$ cat config.mk
export PLATFORM = sky130hd
export DESIGN_NAME = dmsc_back_flat
export DESIGN_NICKNAME = d
export VERILOG_FILES = /design/src/hw/rtl/dmsc_pkg.sv /design/src/hw/rtl/dmsc_if.sv /design/src/hw/rtl/dmsc_back.sv /design/src/flat_wrapper.sv
export SDC_FILE = /design/constraint.sdc
export NUM_CORES = 2
export LEC_CHECK = 0
export ABC_AREA = 1
export BUFFER_PORTS_ARGS = -buffer_cell sky130_fd_sc_hd__buf_4
export CORE_UTILIZATION = 28
export DETAILED_ROUTE_END_ITERATION = 12
export PLACE_DENSITY = 0.48
export SYNTH_ARGS = -nofsm -noshare
export SYNTH_HDL_FRONTEND = slang
export SYNTH_SLANG_ARGS = --single-unit
$ cat constraint.sdc
create_clock -name i_clk -period 7.4 [get_ports i_clk]
set_clock_uncertainty 0.1 [all_clocks]
set_input_delay 1.48 -clock i_clk [delete_from_list [all_inputs] [get_ports i_clk]]
set_output_delay 1.48 -clock i_clk [all_outputs]
set_load 0.1 [all_outputs]
$ cat src/hw/rtl/dmsc_pkg.sv
// Package: constants, register indexes and the job type of the demosaic.
`timescale 1ns / 1ps
`default_nettype none
package dmsc_pkg;
    localparam int DATA_W        = 16;
    localparam int MAX_WIDTH_DEF = 4096;
    localparam int HEIGHT_LIMIT  = 16384;
    localparam int ROW_W         = 14;
    localparam int DIM_W         = 15;
    localparam int Q_DEPTH       = 4;
    localparam int PADDR_W       = 4;

    localparam logic [12:0] WIDTH_RST  = 13'd640;
    localparam logic [14:0] HEIGHT_RST = 15'd480;
    localparam logic [1:0]  PHASE_RST  = 2'd0;

    localparam logic [1:0] REG_FRAME_WIDTH  = 2'd0;
    localparam logic [1:0] REG_FRAME_HEIGHT = 2'd1;
    localparam logic [1:0] REG_CFA_PHASE    = 2'd2;

    // One output pixel to compute: window snapshot plus neighbor flags.
    typedef struct packed {
        logic [8:0][DATA_W-1:0] win;
        logic cr2;
        logic cc2;
        logic up;
        logic dn;
        logic lf;
        logic rt;
        logic xr;
        logic yr;
        logic fend;
        logic last;
    } t_job;
endpackage
`default_nettype wire

$ cat src/hw/rtl/dmsc_if.sv
// Valid/ready channel interfaces for raw pixels and RGB results.
`timescale 1ns / 1ps
`default_nettype none


interface dmsc_rgb_if;
    logic        valid;
    logic        ready;
    logic [15:0] red;
    logic [15:0] green;
    logic [15:0] blue;
    logic        last_of_run;
    logic        frame_end;
    modport source (output valid, output red, output green, output blue,
                    output last_of_run, output frame_end, input ready);
    modport sink   (input valid, input red, input green, input blue,
                    input last_of_run, input frame_end, output ready);
endinterface
`default_nettype wire

$ cat src/hw/rtl/dmsc_back.sv
// Back end: neighbor sums, rounded means and the output register.
`timescale 1ns / 1ps
`default_nettype none
module dmsc_back (
    input  wire             i_clk,
    input  wire             i_rst_n,
    input  dmsc_pkg::t_job  i_job,
    input  wire             i_empty,
    output logic            o_pop,
    dmsc_rgb_if.source      o_rgb
);
    localparam int DW = dmsc_pkg::DATA_W;
    localparam int SW = DW + 2;

    // round(s/3) = floor((s+1) * ceil(2^19/3) / 2^19), exact for s below 2^18
    localparam logic [SW-1:0] RECIP3 = SW'(174763);

    function automatic logic [DW-1:0] win_px(input logic [8:0][DW-1:0] win,
                                             input logic [1:0] r, input logic [1:0] c);
        logic [3:0] idx;
        idx = 4'(r) * 4'd3 + 4'(c);
        if (idx > 4'd8) begin
            idx = 4'd0;
        end
        return win[idx];
    endfunction

    function automatic logic [DW-1:0] mean(input logic [SW-1:0] s, input logic [2:0] n);
        logic [SW:0]     s1;
        logic [SW-1:0]   s2;
        logic [2*SW:0]   prod;
        logic [DW-1:0]   res;
        s1   = {1'b0, s} + (SW+1)'(1);
        s2   = s + SW'(2);
        prod = (2*SW+1)'(s1) * (2*SW+1)'(RECIP3);
        case (n)
            3'd1:    res = s[DW-1:0];
            3'd2:    res = s1[DW:1];
            3'd3:    res = prod[19 +: DW];
            3'd4:    res = s2[DW+1:2];
            default: res = '0;
        endcase
        return res;
    endfunction

    logic r_a_valid;
    logic [2:0][SW-1:0] r_a_sum;
    logic [2:0][2:0]    r_a_cnt;
    logic r_a_fend;
    logic r_a_last;
    logic r_o_valid;
    logic [DW-1:0] r_red;
    logic [DW-1:0] r_grn;
    logic [DW-1:0] r_blu;
    logic r_o_fend;
    logic r_o_last;

    logic out_free;
    logic [1:0] r;
    logic [1:0] c;
    logic [SW-1:0] own;
    logic [SW-1:0] hs;
    logic [SW-1:0] vs;
    logic [SW-1:0] ds;
    logic [2:0] hc;
    logic [2:0] vc;
    logic [2:0] dc;
    logic [2:0][SW-1:0] n_sum;
    logic [2:0][2:0]    n_cnt;

    assign out_free = !r_o_valid || o_rgb.ready;
    assign o_pop    = !i_empty && (!r_a_valid || out_free);

    always_comb begin
        r   = 2'd1 + 2'(i_job.cr2);
        c   = 2'd1 + 2'(i_job.cc2);
        own = SW'(win_px(i_job.win, r, c));
        hs = '0; vs = '0; ds = '0;
        hc = '0; vc = '0; dc = '0;
        if (i_job.lf) begin hs = hs + SW'(win_px(i_job.win, r, c - 2'd1)); hc = hc + 3'd1; end
        if (i_job.rt) begin hs = hs + SW'(win_px(i_job.win, r, c + 2'd1)); hc = hc + 3'd1; end
        if (i_job.up) begin vs = vs + SW'(win_px(i_job.win, r - 2'd1, c)); vc = vc + 3'd1; end
        if (i_job.dn) begin vs = vs + SW'(win_px(i_job.win, r + 2'd1, c)); vc = vc + 3'd1; end
        if (i_job.up && i_job.lf) begin
            ds = ds + SW'(win_px(i_job.win, r - 2'd1, c - 2'd1)); dc = dc + 3'd1;
        end
        if (i_job.up && i_job.rt) begin
            ds = ds + SW'(win_px(i_job.win, r - 2'd1, c + 2'd1)); dc = dc + 3'd1;
        end
        if (i_job.dn && i_job.lf) begin
            ds = ds + SW'(win_px(i_job.win, r + 2'd1, c - 2'd1)); dc = dc + 3'd1;
        end
        if (i_job.dn && i_job.rt) begin
            ds = ds + SW'(win_px(i_job.win, r + 2'd1, c + 2'd1)); dc = dc + 3'd1;
        end
        // index 0 red, 1 green, 2 blue; own color is a mean over one value
        if (i_job.xr && i_job.yr) begin
            n_sum = {ds, hs + vs, own};
            n_cnt = {dc, hc + vc, 3'd1};
        end else if (!i_job.xr && !i_job.yr) begin
            n_sum = {own, hs + vs, ds};
            n_cnt = {3'd1, hc + vc, dc};
        end else if (i_job.yr) begin
            n_sum = {vs, own, hs};
            n_cnt = {vc, 3'd1, hc};
        end else begin
            n_sum = {hs, own, vs};
            n_cnt = {hc, 3'd1, vc};
        end
    end

    always_ff @(posedge i_clk) begin
        if (o_pop) begin
            r_a_sum  <= n_sum;
            r_a_cnt  <= n_cnt;
            r_a_fend <= i_job.fend;
            r_a_last <= i_job.last;
        end
        if (r_a_valid && out_free) begin
            r_red    <= mean(r_a_sum[0], r_a_cnt[0]);
            r_grn    <= mean(r_a_sum[1], r_a_cnt[1]);
            r_blu    <= mean(r_a_sum[2], r_a_cnt[2]);
            r_o_fend <= r_a_fend;
            r_o_last <= r_a_last;
        end
    end

    always_ff @(posedge i_clk) begin
        if (!i_rst_n) begin
            r_a_valid <= 1'b0;
            r_o_valid <= 1'b0;
        end else begin
            if (o_pop) begin
                r_a_valid <= 1'b1;
            end else if (out_free) begin
                r_a_valid <= 1'b0;
            end
            if (out_free) begin
                r_o_valid <= r_a_valid;
            end
        end
    end

    assign o_rgb.valid       = r_o_valid;
    assign o_rgb.red         = r_red;
    assign o_rgb.green       = r_grn;
    assign o_rgb.blue        = r_blu;
    assign o_rgb.frame_end   = r_o_fend;
    assign o_rgb.last_of_run = r_o_last;
endmodule
`default_nettype wire

$ cat src/flat_wrapper.sv
// flat-port wrapper written by rule: the top's interface ports become plain ports
module dmsc_back_flat 
  (i_clk, i_rst_n, i_job, i_empty, o_pop, o_rgb_valid, o_rgb_red, o_rgb_green, o_rgb_blue, o_rgb_last_of_run, o_rgb_frame_end, o_rgb_ready);
  dmsc_rgb_if o_rgb_i ();
  input  wire i_clk;
  input  wire i_rst_n;
  input  dmsc_pkg::t_job i_job;
  input  wire i_empty;
  output logic o_pop;
  output wire logic [$bits(o_rgb_i.valid)-1:0] o_rgb_valid;
  output wire logic [$bits(o_rgb_i.red)-1:0] o_rgb_red;
  output wire logic [$bits(o_rgb_i.green)-1:0] o_rgb_green;
  output wire logic [$bits(o_rgb_i.blue)-1:0] o_rgb_blue;
  output wire logic [$bits(o_rgb_i.last_of_run)-1:0] o_rgb_last_of_run;
  output wire logic [$bits(o_rgb_i.frame_end)-1:0] o_rgb_frame_end;
  input wire logic [$bits(o_rgb_i.ready)-1:0] o_rgb_ready;
  assign o_rgb_valid = o_rgb_i.valid;
  assign o_rgb_red = o_rgb_i.red;
  assign o_rgb_green = o_rgb_i.green;
  assign o_rgb_blue = o_rgb_i.blue;
  assign o_rgb_last_of_run = o_rgb_i.last_of_run;
  assign o_rgb_frame_end = o_rgb_i.frame_end;
  assign o_rgb_i.ready = o_rgb_ready;
  dmsc_back u_core (.i_clk(i_clk), .i_rst_n(i_rst_n), .i_job(i_job), .i_empty(i_empty), .o_pop(o_pop), .o_rgb(o_rgb_i));
endmodule
==> impl_metrics.env <==
export IMPL_fin_crit_sh_pct=94.86
export IMPL_port_buffers=209
export IMPL_place_hpwl_microns=144500
export IMPL_clock_fmax_mhz=142.5
export IMPL_grt_max_degree=103
export IMPL_syn_cell_area_sq_um=40200
export IMPL_critPathKind="reg -> reg"
export IMPL_dieArea_sq_um=145100
export IMPL_setup_tns_ns=0
export IMPL_synth_edf_count=115
export IMPL_ctsRootBufferMaster="clkbuf_16"
export IMPL_crit_family="adder cells"
export IMPL_fp_dieW_microns=380.9
export IMPL_cts_buffer_depth=2
export IMPL_crit_fanout=4
export IMPL_synth_distinct_cells=55
export IMPL_synthXorXnorAreaFrac_pct=1.874
export IMPL_critPathLaunchType="register"
export IMPL_drtAntennaViolNets=0
export IMPL_syn_inst=5964
export IMPL_die_h_microns=380.9
export IMPL_grtUsageTotal_pct=22.76
export IMPL_final_cells=8217
export IMPL_cts_buffers=17
export IMPL_worstPathArrival_ns=7.18
export IMPL_dr_pass1_iters=5
export IMPL_initial_core_util_pct=28.32
export IMPL_yosysWarnings=0
export IMPL_cts_sinks=117
export IMPL_hold_path_class="reg -> reg"
export IMPL_area_growth_pct=15.48
export IMPL_final_nets=7408
export IMPL_end_kind="register"
export IMPL_wl_microns=166800
export IMPL_rsz0062_at_grt="yes"
export IMPL_yosys_area_share_simple_pct=21.77
export IMPL_rows=138
export IMPL_regArea_sq_um=3493
export IMPL_tightestPinTransition_ns=1.102
export IMPL_vias_per_cell=4.999
export IMPL_synth_adder_area_share_pct=35.87
export IMPL_synth_seq_cells=117
export IMPL_cpMaxStageDelayCell="fa_1"
export IMPL_max_slew_margin_pct=25.75
export IMPL_via_count=41070
export IMPL_coreArea_sq_um=141900
export IMPL_antenna_cells=0
export IMPL_required_ns=7.57
export IMPL_fill_cells=15750
export IMPL_synth_compound_area_share_pct=17.69
export IMPL_gr_total_overflow=0
export IMPL_grt_pass1_wl_microns=251600
export IMPL_drive_gt1_share_pct=10.29
export IMPL_detailedPlace_worstSlack_ns=0.08955
export IMPL_report_final_hold_viol_count=0
export IMPL_antenna_found_initial=7
export IMPL_postLayoutSetupSlackWorst_ns=0.3801
export IMPL_dp_cells=8183
export IMPL_worstSkewPairLatency_ns=0.50
export IMPL_syn_num_nets=7058
export IMPL_maxCapViolations=0
export IMPL_ys_seq_area_share_pct=8.690
export IMPL_status="finished clean"
export IMPL_clk_pin_slew_worst_paths_ns=0.08
export IMPL_ys_async_sr_fraction_pct=0
export IMPL_cp_num_buf_inv=10
export IMPL_htree_levels=4
export IMPL_cts_hold_buffers=0
export IMPL_first_global_vias=40460
export IMPL_routedWlPerCell_microns=20.30
export IMPL_drtIter0Drc=3361
export IMPL_place_gp_congestion=0.9752
export IMPL_cts_tree="done"
export IMPL_drc=0
export IMPL_cpMostUsedCell="inv_1"
export IMPL_finalCriticalPeriod_ns=7.020
export IMPL_multi_input_area_sq_um=31180
export IMPL_slowest_delay_ns=0.55
export IMPL_synth_flop_cell="edfxtp_1"
export IMPL_synth_top_family_by_area="adder cells"
export IMPL_synthMuxAreaShare_pct=0.02490
export IMPL_finalSetupViolations=0
export IMPL_post_synth_cell_area_avg_sq_um=6.740
export IMPL_final_max_slew_viol_count=0
export IMPL_ioPinCount=210
==> final timing paths <==
path,startpoint,end,slack (ns),cells after the start
worst min-delay path,u_core.r_a_fend,u_core.o_rgb.frame_end,0.32,0
worst min register to register,u_core.r_a_fend,u_core.o_rgb.frame_end,0.32,0
worst max register to register,u_core.r_a_sum[1],u_core.o_rgb.red[13],0.38,30
worst max-delay path,u_core.r_a_sum[1],u_core.o_rgb.red[13],0.38,30
==> cell usage in the layout, fill, tap and decap left out, types with 17 or more instances in the layout <==
master,synthesis,layout
nor3_1,48,47
nand3b_1,17,17
nand3_1,294,292
a221oi_1,25,25
buf_4,6,491
inv_1,1256,1255
o211ai_1,31,31
and2_1,23,23
ha_1,575,570
fa_1,361,361
o21a_1,25,25
xnor2_1,26,26
nand2_1,1231,1230
o21ai_0,433,428
a21o_1,26,26
o22ai_1,75,75
a31oi_1,34,34
xor2_1,60,59
or2_2,29,29
o21ai_2,25,25
edfxtp_1,115,115
clkbuf_16,0,17
o21bai_1,21,21
o21ai_1,78,82
a21oi_1,447,445
nor2_2,12,19
nand4_1,39,39
nor2_1,387,380
==> per-stage QoR <==
| stage | hold WS (ns) | instance area, sq um | utilization [%] |
|---|---|---|---|
| floorplan | 0.3003 | 40200 | - |
| global placement | 0.3026 | 45710 | 32.20 |
| detailed placement | 0.3074 | 45710 | 32.20 |
| CTS | 0.3227 | 46310 | 32.63 |
| global route | 0.3393 | 46420 | 32.71 |
| finish | 0.3206 | 46420 | 32.71 |
==> what timing repair did <==
item / CTS / global route
setup endpoints to repair: 0 / 21
gates resized for setup: 0 / 26
setup buffers: 0 / 2
==> synth_stat cells (31+ instances only) <==
library cell	instances	area share, %
xor2_1	60	1.3
o21ai_1	78	0.97
a31oi_1	34	0.53
a21oi_1	447	5.6
clkbuf_1	101	0.94
nand3_1	294	3.7
edfxtp_1	115	8.6
ha_1	575	18
buf_2	32	0.40
fa_1	361	18
nand2_1	1231	11
o22ai_1	75	1.2
inv_1	1256	12
nor3_1	48	0.60
nand4_1	39	0.61
nor2_1	387	3.6
o21ai_0	433	5.4
o211ai_1	31	0.58
==> metal layers <==
metal | vias to the layer above | track usage (%) | wire (microns)
met5 | - | 0 | 62
met3 | 208 | 2.821 | 9893
met2 | 1350 | 38.48 | 78160
li1 | 19990 | - | -
met4 | 10 | 6.247 | 4488
met1 | 19520 | 30.28 | 74220
==> layout make-up <==
| cell class | instances | area share, % |
|---|---|---|
| multi-input combinational | 4399 | 67.16 |
| inverter | 1272 | 10.29 |
| timing repair buffer | 507 | 8.619 |
| sequential | 117 | 7.525 |
| tap | 1890 | 5.094 |
| clock buffer | 17 | 0.9164 |
| clock inverter | 15 | 0.3962 |
==> sequential cells by signal, indices dropped and copies added, names as in the netlist <==
register,cells
u_core.o_rgb.valid,1
u_core.r_a_fend,1
u_core.o_rgb.last_of_run,1
u_core.r_a_sum,54
u_core.r_a_valid,1
u_core.o_rgb.frame_end,1
u_core.o_rgb.blue,16
u_core.r_a_cnt,9
u_core.o_rgb.green,16
u_core.r_a_last,1
u_core.o_rgb.red,16
==> cell families after synthesis <==
group / after synthesis
and+or+nand+nor: 2104
buffers and inverters: 1448
adders and majority gates: 936
DFF: 117
AOI/OAI and AO/OA: 1272
muxes: 1
xor gates and xnor gates: 86
==> worst register-to-register path, delay by kind of cell, from the launching register on <==
| kind | cells | cell delay [ns] |
|---|---|---|
| adders and majority gates | 8 | 3.21 |
| xor gates and xnor gates | 1 | 0.33 |
| AOI/OAI and AO/OA | 4 | 0.71 |
| and+or+nand+nor | 7 | 0.94 |
| DFF | 1 | 0.46 |
| buffers and inverters | 10 | 1.02 |
Power is left out: the tool's default activity adds up to more than one toggle a clock period on the data nets, which glitch-free logic cannot reach.
