**config.mk**
```make
export PLATFORM = sky130hd
export DESIGN_NAME = dmsc_queue
export DESIGN_NICKNAME = d
export VERILOG_FILES = /design/src/hw/rtl/dmsc_pkg.sv /design/src/hw/rtl/dmsc_queue.sv
export SDC_FILE = /design/constraint.sdc
export NUM_CORES = 1
export LEC_CHECK = 0
export BUFFER_PORTS_ARGS = -buffer_cell sky130_fd_sc_hd__buf_4
export CORE_MARGIN = 2
export CORE_UTILIZATION = 55
export DETAILED_ROUTE_END_ITERATION = 10
export PLACE_DENSITY = 0.74
export RECOVER_POWER = 25
export SYNTH_ARGS = -nofsm -noshare
export SYNTH_HDL_FRONTEND = slang
export SYNTH_SLANG_ARGS = --single-unit
```
**constraint.sdc**
```tcl
create_clock -name i_clk -period 5.75 [get_ports i_clk]
set_clock_uncertainty 0.15 [all_clocks]
set_input_delay 0.575 -clock i_clk [delete_from_list [all_inputs] [get_ports i_clk]]
set_output_delay 0.575 -clock i_clk [all_outputs]
set_load 0.1 [all_outputs]
```
**src/hw/rtl/dmsc_pkg.sv**
```systemverilog
// Package: constants, register indexes and the job type of the demosaic.
`timescale 1ns / 1ps
`default_nettype none
package dmsc_pkg;
    localparam int DATA_W        = 16;
    localparam int MAX_WIDTH_DEF = 4096;
    localparam int HEIGHT_LIMIT  = 16384;
    localparam int ROW_W         = 14;
    localparam int DIM_W         = 15;
    localparam int Q_DEPTH       = 4;
    localparam int PADDR_W       = 4;

    localparam logic [12:0] WIDTH_RST  = 13'd640;
    localparam logic [14:0] HEIGHT_RST = 15'd480;
    localparam logic [1:0]  PHASE_RST  = 2'd0;

    localparam logic [1:0] REG_FRAME_WIDTH  = 2'd0;
    localparam logic [1:0] REG_FRAME_HEIGHT = 2'd1;
    localparam logic [1:0] REG_CFA_PHASE    = 2'd2;

    // One output pixel to compute: window snapshot plus neighbor flags.
    typedef struct packed {
        logic [8:0][DATA_W-1:0] win;
        logic cr2;
        logic cc2;
        logic up;
        logic dn;
        logic lf;
        logic rt;
        logic xr;
        logic yr;
        logic fend;
        logic last;
    } t_job;
endpackage
`default_nettype wire

```
**src/hw/rtl/dmsc_queue.sv**
```systemverilog
// Short job queue between front and back end.
`timescale 1ns / 1ps
`default_nettype none
module dmsc_queue (
    input  wire             i_clk,
    input  wire             i_rst_n,
    input  wire             i_push,
    input  dmsc_pkg::t_job  i_job,
    output logic            o_full,
    input  wire             i_pop,
    output dmsc_pkg::t_job  o_job,
    output logic            o_empty
);
    localparam int D  = dmsc_pkg::Q_DEPTH;
    localparam int PW = $clog2(D);

    dmsc_pkg::t_job r_mem [D];
    logic [PW-1:0] r_wp;
    logic [PW-1:0] r_rp;
    logic [PW:0]   r_cnt;

    assign o_full  = (r_cnt == (PW+1)'(D));
    assign o_empty = (r_cnt == '0);
    assign o_job   = r_mem[r_rp];

    always_ff @(posedge i_clk) begin
        if (i_push) begin
            r_mem[r_wp] <= i_job;
        end
    end

    always_ff @(posedge i_clk) begin
        if (!i_rst_n) begin
            r_wp  <= '0;
            r_rp  <= '0;
            r_cnt <= '0;
        end else begin
            if (i_push) begin
                r_wp <= r_wp + PW'(1);
            end
            if (i_pop) begin
                r_rp <= r_rp + PW'(1);
            end
            case ({i_push, i_pop})
                2'b10:   r_cnt <= r_cnt + (PW+1)'(1);
                2'b01:   r_cnt <= r_cnt - (PW+1)'(1);
                default: r_cnt <= r_cnt;
            endcase
        end
    end
endmodule
`default_nettype wire

```
==> run metrics, run 1 <==
# IOs=314; pre-CTS WS=2.518 ns; Placed Cells=1,669; Worst-path clk slew=0.06 ns; library cells used by synthesis=22; status=finished clean; Syn Inst Count=850; synthesis-stage register bit count=625; largest family of logic cells by synthesized area=multiplexers; CP max FO=59; post-synthesis simple-gate area fraction=0.4145%; First-pass DRT Iterations=5; Hold Startpoint=i_rst_n; worst path cell trace=buf_12, mux4_2, buf_4; routability cong.=0.7154; Die Width=206.9 µm; Hold Violations, Final=0; DRC viols=0; Syn Area/Cell=26.64 µm²; Root Buffer=clkbuf_16; initial antenna violation count=2; mux cell area share after synthesis=15.36%; fin crit period=3.734 ns; r2r setup slk=3.20 ns; routed len/inst=23.05 µm; worst r2r src=r_wp[0]; Vert. Die Dim=206.9 µm; Synth Area in Compound Gates=0.07737%; Peak VDD IR=0.2988 mV; power per cell area=398.2 mW/mm²; DR vias/cell=5.547; max-cap violations=0; final worst slack=2.016 ns; Worst setup SP type=register; Adder-Cell Fraction of Synth Area=0.3647%; total die area=0.04280 mm²; WHS Path Cells=2; gr usage total=20.76%; FP Rows=74; Worst Path Arrival=3.01 ns; clk buf depth=3; Ys Warns=0; RSZ-0062 raised after global routing=no; Starting Density=55.57%; cts bufs inserted=59; Area Growth Syn to Fin=25.99%; R2R Path End=r_mem[3][50]; final WL=44,230 µm; total gr overflow=0; worst skew pair latency=0.59 ns; HPWL after DPL=24,010 µm; Rel. slew slack=32.38%; antenna-violating nets left=0; Top Family by Delay on Critical Path=flip-flops; Critical Path End Type=primary output; Post-Syn Area=0.02264 mm²; Core Area=0.04074 mm²; Leakage=9.430 nW; number of global-route vias before repair=11,510; PortBufs=313; CP max stage cell=dfxtp_4; Highest Clock Rate=267.8 MHz; first-pass GRT wire length=65,850 µm; Tightest Hold Check Type=in2reg; Buf/Inv on CP=2; layout cells sized above 1=34.01%; CTS tree=done; Core Util, Final=70.02%; routed vias=10,650; Largest stage delay, worst path=1.00 ns; post-synth net total=1,014; Data required, critical path=5.03 ns; Final #Nets=1,499; Slew Viols, Final=0; XOR/XNOR share of the synthesized area=0.1934%; WHS Endpoint=r_wp[0]; DRT iter0 DRCs=864; # setup viols final=0; largest net degree at the start of global routing=103; TNS Setup=0 ns; final worst path period share=64.94%; register area share after synthesis=82.50%; CTS H-tree lvls=2; R2R cell count=3; critical path class=reg2out; Sinks on Clock Net=625; Non-Filler Instances=1,919; Fillers=2,478; worst-margin pin slew=1.014 ns
-- final cells by class --
cell class              instances  area (µm²)  share of cell area, %
diodes                          2       5.005                0.01755
multi-input cells             185        3726                  13.06
well taps                     532       665.6                  2.334
clock inverters                26       294.0                  1.031
repair buffers                458        3531                  12.38
inverters                       6       22.52                0.07896
flip-flops and latches        625       18690                  65.51
clock buffers                  85        1594                  5.588
-- cells by family (layout without fill, tap and decap cells) --
kind of cell | Yosys count | after routing
xor gates and xnor gates | 5 | 5
AOI/OAI and AO/OA | 3 | 3
other | 0 | 2
DFF | 625 | 625
and+or+nand+nor | 16 | 16
muxes | 155 | 155
adders and majority gates | 6 | 6
buffers and inverters | 40 | 575
-- cells in the final DEF, fill, tap and decap left out, types with 6 or more instances in the layout --
cell / instances
edfxtp_1: 616
buf_4: 224
mux4_2: 154
dlygate4sd3_1: 137
clkbuf_1: 114
clkbuf_16: 59
clkinv_1: 7
buf_12: 7
dfxtp_1: 7
inv_1: 6
bufinv_16: 6
clkinv_2: 6
-- sequential cells by signal, indices dropped and copies added, names as in the netlist, named ones only --
name   cells
r_cnt      3
r_mem    616
r_rp       2
r_wp       2
-- metrics by stage --
stage | area [µm²] | total power [mW] | hold slack, ns
6_report | 28520 | 11.36 | 0.1092
2_1_floorplan | 22640 | 7.142 | 0.3229
3_5_place_dp | 25600 | 7.641 | 0.3740
3_3_place_gp | 25600 | 7.616 | 0.3416
4_1_cts | 28860 | 11.48 | 0.0008473
5_1_grt | 28520 | 11.70 | 0.08357
-- worst register-to-register path: stages (launching register included) --
cell and delay, ns:
dfxtp_1 0.40, ha_1 0.17, and2_4 0.78, buf_12 0.56
-- power breakdown --
part	internal [mW]	switching, mW	leakage, nW
clock network	2.20	1.57	0.907
logic	0.583	1.69	2.79
registers	5.24	0.0806	5.73
-- layer usage --
metal  global-route usage [%]  wire length [µm]  part of all wire [%]
met5                        0                13                 0.029
met4                    5.826               941                   2.1
met3                    5.965              3556                   8.0
met2                    33.67             21690                    49
met1                    27.97             18030                    41
-- cell usage after synthesis --
cell type / number / area share (%)
edfxtp_1: 616 / 82
mux4_2: 154 / 15
buf_2: 17 / 0.38
and2_1: 10 / 0.28
dfxtp_1: 9 / 0.80
buf_6: 8 / 0.40
inv_1: 6 / 0.099
ha_1: 5 / 0.28
buf_4: 4 / 0.13
clkbuf_1: 4 / 0.066
xor2_1: 3 / 0.12
nand2_1: 2 / 0.033
o21ai_0: 2 / 0.044
xnor2_1: 2 / 0.077
a21boi_0: 1 / 0.033
and3_1: 1 / 0.028
buf_1: 1 / 0.017
fa_1: 1 / 0.088
mux2i_1: 1 / 0.044
nor2b_1: 1 / 0.028
nor3_1: 1 / 0.022
or3_1: 1 / 0.028
-- timing repair --
item / in CTS / in global routing
endpoints found under the hold margin: 538 / 0
resized for setup: 0 / 0
setup endpoints to repair: 0 / 0
hold buffers: 137 / 0
buffers inserted: 0 / 0
-- worst max-delay path by stage --
stage,from,endpoint,slack [ns],depth (start not counted)
global route,register,o_job[113],1.73,3
global placement,register,o_job[113],2.52,3
CTS,register,o_job[113],1.86,3
floorplan,i_push,r_mem[0][0],0.98,1
detailed placement,register,o_job[113],2.52,3
finish,register,o_job[113],2.02,3
No activity file was read; power rests on OpenSTA's default activity.
==> run 2: changes to the inputs <==
--- a/config.mk
+++ b/config.mk
@@ -7,9 +7,9 @@
 export LEC_CHECK = 0
 export BUFFER_PORTS_ARGS = -buffer_cell sky130_fd_sc_hd__buf_4
 export CORE_MARGIN = 2
-export CORE_UTILIZATION = 55
+export CORE_UTILIZATION = 51
 export DETAILED_ROUTE_END_ITERATION = 10
-export PLACE_DENSITY = 0.74
+export PLACE_DENSITY = 0.72
 export RECOVER_POWER = 25
 export SYNTH_ARGS = -nofsm -noshare
 export SYNTH_HDL_FRONTEND = slang
==> constraint.sdc (replaced) <==
create_clock -name i_clk -period 3.4 [get_ports i_clk]
set_clock_uncertainty 0.15 [all_clocks]
set_input_delay 0.34 -clock i_clk [delete_from_list [all_inputs] [get_ports i_clk]]
set_output_delay 0.34 -clock i_clk [all_outputs]
set_load 0.1 [all_outputs]
==> run metrics, run 2 (synthesis gave the netlist of run 1 again) <==
Die Width=214.7 µm; # setup viols final=0; register with the most flip-flops=r_mem; antenna-violating nets left=0; DRC viols=0; worst-margin pin slew=0.7561 ns; Starting Density=51.42%; R2R Path End=r_mem[0][89]; total gr overflow=0; R2R cell count=4; total chip power=18.91 mW; WHS Endpoint=r_mem[0][100]; HPWL after DPL=27,270 µm; routed len/inst=22.49 µm; Root Buffer=clkbuf_16; Core Area=0.04403 mm²; max-cap violations=0; commonest cells after routing, fill and taps aside=edfxtp_1, buf_4, dlygate4sd3_1, mux4_2, clkbuf_1; Area Growth Syn to Fin=28.06%; r2r setup slk=1.35 ns; total die area=0.04609 mm²; FP Rows=77; Peak VDD IR=0.5211 mV; cts bufs inserted=60; commonest non-fill, non-tap cell in the layout=edfxtp_1; number of global-route vias before repair=11,960; WHS Path Cells=2; Hold Violations, Final=0; clk buf depth=3; final WL=45,470 µm; CP max FO=40; Leakage=9.645 nW; CTS H-tree lvls=2; PortBufs=313; largest net degree at the start of global routing=90; Critical Path End Type=primary output; power per cell area=652.4 mW/mm²; critical path class=reg2out; RSZ-0062 raised after global routing=no; Worst setup SP type=register; final worst path period share=86.46%; Slew Viols, Final=0; Worst-path clk slew=0.06 ns; routed vias=10,910; worst r2r src=r_wp[0]; CTS tree=done; Sinks on Clock Net=625; final worst slack=0.4605 ns; TNS Setup=0 ns; DR vias/cell=5.396; max reg flops=616; Vert. Die Dim=214.7 µm; Hold Buf Count CTS=158; pre-CTS WS=1.024 ns; Rel. slew slack=49.59%; status=finished clean; first-pass GRT wire length=70,280 µm; biggest regs=r_mem x616, r_cnt x3; Highest Clock Rate=340.2 MHz; # resized after CTS=0; gr usage total=20.15%; # IOs=314; Hold Startpoint=i_job[100]; Final #Nets=1,547; worst skew pair latency=0.60 ns; Setup Buffers After CTS=0; Tightest Hold Check Type=in2reg; Worst Path Arrival=2.45 ns; DRT iter0 DRCs=808; layout cells sized above 1=34.43%; First-pass DRT Iterations=5; routability cong.=0.7517; initial antenna violation count=2; fin crit period=2.939 ns; Data required, critical path=2.91 ns
==> run 2: changes by cell type in the layout (fill, tap and decap cells not counted), sizes merged <==
cell / previous run / this run
bufinv: 6 / 1
dlygate4sd3: 137 / 158
buf: 231 / 256
clkbuf: 175 / 170
diode: 2 / 1
clkinv: 14 / 25
clkinvlp: 3 / 0
==> run 2: worst max-delay path by stage <==
stage | from | to | slack [ns]
final | register | o_job[74] | 0.46
after global routing | register | o_job[74] | 0.29
after detailed placement | register | o_job[74] | 1.02
after CTS | register | o_job[74] | 0.36
after global placement | register | o_job[74] | 1.02
after floorplan | r_wp[0] | r_mem[2][0] | 0.38
==> run 2: area by class of cell <==
cell class / instances / area [µm²]
timing repair buffer: 505 / 4058
fill: 2852 / 15040
clock buffer: 79 / 1594
tap: 592 / 740.7
sequential: 625 / 18690
antenna: 1 / 2.502
inverter: 6 / 22.52
multi-input combinational: 185 / 3726
clock inverter: 29 / 163.9
==> run 2: power breakdown <==
part           switching [mW]  total (mW)  leakage (nW)  internal, mW
combinational            2.91        3.96          3.05          1.05
clock                    2.65        6.00         0.866          3.35
sequential              0.104        8.96          5.73          8.85
total                    5.66        18.9          9.64          13.3
==> run 2: metal layers <==
metal | wire [µm] | vias up | track usage, %
li1 | - | 4756 | -
met1 | 19090 | 5702 | 27.99
met2 | 22450 | 388 | 32.64
met3 | 3157 | 62 | 5.067
met4 | 759 | 2 | 4.884
met5 | 13 | - | 0
==> run 2: metrics by stage <==
stage	hold WS, ns	cells	cell area, µm²	util, %
after floorplan	0.2889	850	22650	-
after global placement	0.3387	1755	25990	59.04
after detailed placement	0.3683	1755	25990	59.04
after CTS	0.2826	2021	29330	66.62
after global routing	0.3379	2022	28990	65.85
final	0.3443	2022	28990	65.85
==> run 2: worst max-delay path, stage by stage (launching register included) <==
cell and delay [ns]:
dfxtp_4 0.59, buf_12 0.37, mux4_2 0.61, buf_4 0.26
==> run 3: changes to the inputs <==
--- a/config.mk
+++ b/config.mk
@@ -9,7 +9,7 @@
 export CORE_MARGIN = 2
 export CORE_UTILIZATION = 51
 export DETAILED_ROUTE_END_ITERATION = 10
-export PLACE_DENSITY = 0.72
+export PLACE_DENSITY = 0.75
 export RECOVER_POWER = 25
 export SYNTH_ARGS = -nofsm -noshare
 export SYNTH_HDL_FRONTEND = slang
==> run metrics, run 3 (synthesis gave the netlist of run 1 again) <==
Critical Path End Type=primary output; # IOs=314; Core Area=0.04403 mm²; Rel. slew slack=44.09%; Internal Power=13.41 mW; total chip power=19.10 mW; largest net degree at the start of global routing=119; Final #Nets=1,543; Tightest Hold Check Type=in2reg; gr usage total=20.50%; routed vias=10,910; switching fraction of total power=29.80%; # setup viols final=0; DR vias/cell=5.398; cts bufs inserted=60; register with the most flip-flops=r_mem; sequential share of power=46.9%; final worst path period share=86.16%; DRC viols=0; pre-CTS WS=1.053 ns; antenna-violating nets left=0; Peak VDD IR=0.6018 mV; PortBufs=313; Root Buffer=clkbuf_16; max reg flops=616; Sinks on Clock Net=625; RSZ-0062 raised after global routing=no; First-pass DRT Iterations=5; total die area=0.04609 mm²; Die Width=214.7 µm; initial antenna violation count=5; commonest non-fill, non-tap cell in the layout=edfxtp_1; Leakage=9.623 nW; commonest cells after routing, fill and taps aside=edfxtp_1, buf_4, dlygate4sd3_1, mux4_2, clkbuf_1; Vert. Die Dim=214.7 µm; worst-margin pin slew=0.8387 ns; CTS H-tree lvls=2; Setup Buffers After CTS=0; worst hold-check slack=0.3472 ns; Slew Viols, Final=0; final WL=46,570 µm; CP max FO=47; critical path class=reg2out; final worst slack=0.4705 ns; clk buf depth=3; power per cell area=658.5 mW/mm²; Combinational Power Share=20.8%; routed len/inst=23.03 µm; max-cap violations=0; Highest Clock Rate=341.4 MHz; HPWL after DPL=26,600 µm; layout cells sized above 1=34.20%; TNS Setup=0 ns; Data required, critical path=2.91 ns; Starting Density=51.42%; fin crit period=2.930 ns; biggest regs=r_mem x616, r_cnt x3; clock share of power=32.3%; FP Rows=77; total gr overflow=0; Area Growth Syn to Fin=28.13%; worst skew pair latency=0.59 ns; P_sw=5.694 mW; Worst setup SP type=register; Worst Path Arrival=2.44 ns; number of global-route vias before repair=11,760; status=finished clean; Hold Violations, Final=0; Worst-path clk slew=0.06 ns; routability cong.=0.7264; first-pass GRT wire length=71,150 µm; CTS tree=done; DRT iter0 DRCs=879
run 3: changes by cell type in the layout (fill, tap and decap cells not counted):
cell	delta
bufinv_16	+2
clkinv_2	-4
clkinv_4	+2
clkinv_1	-2
clkbuf_1	+2
buf_12	-1
clkinvlp_4	+3
diode_2	+5
buf_4	-4
inv_6	-3
run 3: layout make-up:
class	count	area, µm²
Sequential cell	625	18690
Fill cell	2825	15020
Multi-Input combinational cell	185	3726
Inverter	6	22.52
Clock buffer	80	1598
Clock inverter	27	210.2
Antenna cell	6	15.01
Timing Repair Buffer	501	4011
Tap cell	592	740.7
run 3: path summary, 6_finish.rpt:
| kind | startpoint | end | slack, ns | depth (start not counted) |
|---|---|---|---|---|
| worst max register to register | r_wp[0] | r_mem[0][14] | 1.32 | 4 |
| worst min register to register | r_wp[1] | r_wp[1] | 0.42 | 2 |
| worst max-delay path | register | o_job[84] | 0.47 | 3 |
| worst min-delay path | i_job[98] | r_mem[0][98] | 0.35 | 2 |
run 3: power groups by stage:
stage                     clock, mW  combinational, mW  sequential [mW]
after floorplan                   0               2.96             9.09
after global placement            0               3.85             9.09
after detailed placement          0               3.88             9.12
after CTS                      6.31               4.04             8.96
after global routing           6.62               4.10             8.98
final                          6.17               3.97             8.96
run 3: timing repair:
item	4_1_cts	5_1_grt
hold endpoints to repair	625	0
hold buffers	158	0
gates resized for setup	0	0
setup endpoints to repair	0	0
run 3: per-layer routing:
layer / up-vias / track usage [%] / part of all wire, %
li1: 4738 / - / -
met4: 0 / 5.949 / 2.3
met5: - / 0 / 0
met3: 79 / 5.534 / 7.4
met1: 5704 / 27.43 / 40
met2: 393 / 33.58 / 51
run 3: per-stage QoR:
stage / utilization, % / cells / instance area, µm²
final: 65.89 / 2022 / 29010
after CTS: 66.64 / 2016 / 29340
after detailed placement: 58.94 / 1751 / 25950
after global placement: 58.94 / 1751 / 25950
after floorplan: - / 850 / 22650
after global routing: 65.88 / 2021 / 29010
run 3: critical path: stages, from the launching register on:
cell	delay [ns]
dfxtp_4	0.55
buf_12	0.37
mux4_2	0.59
buf_4	0.26
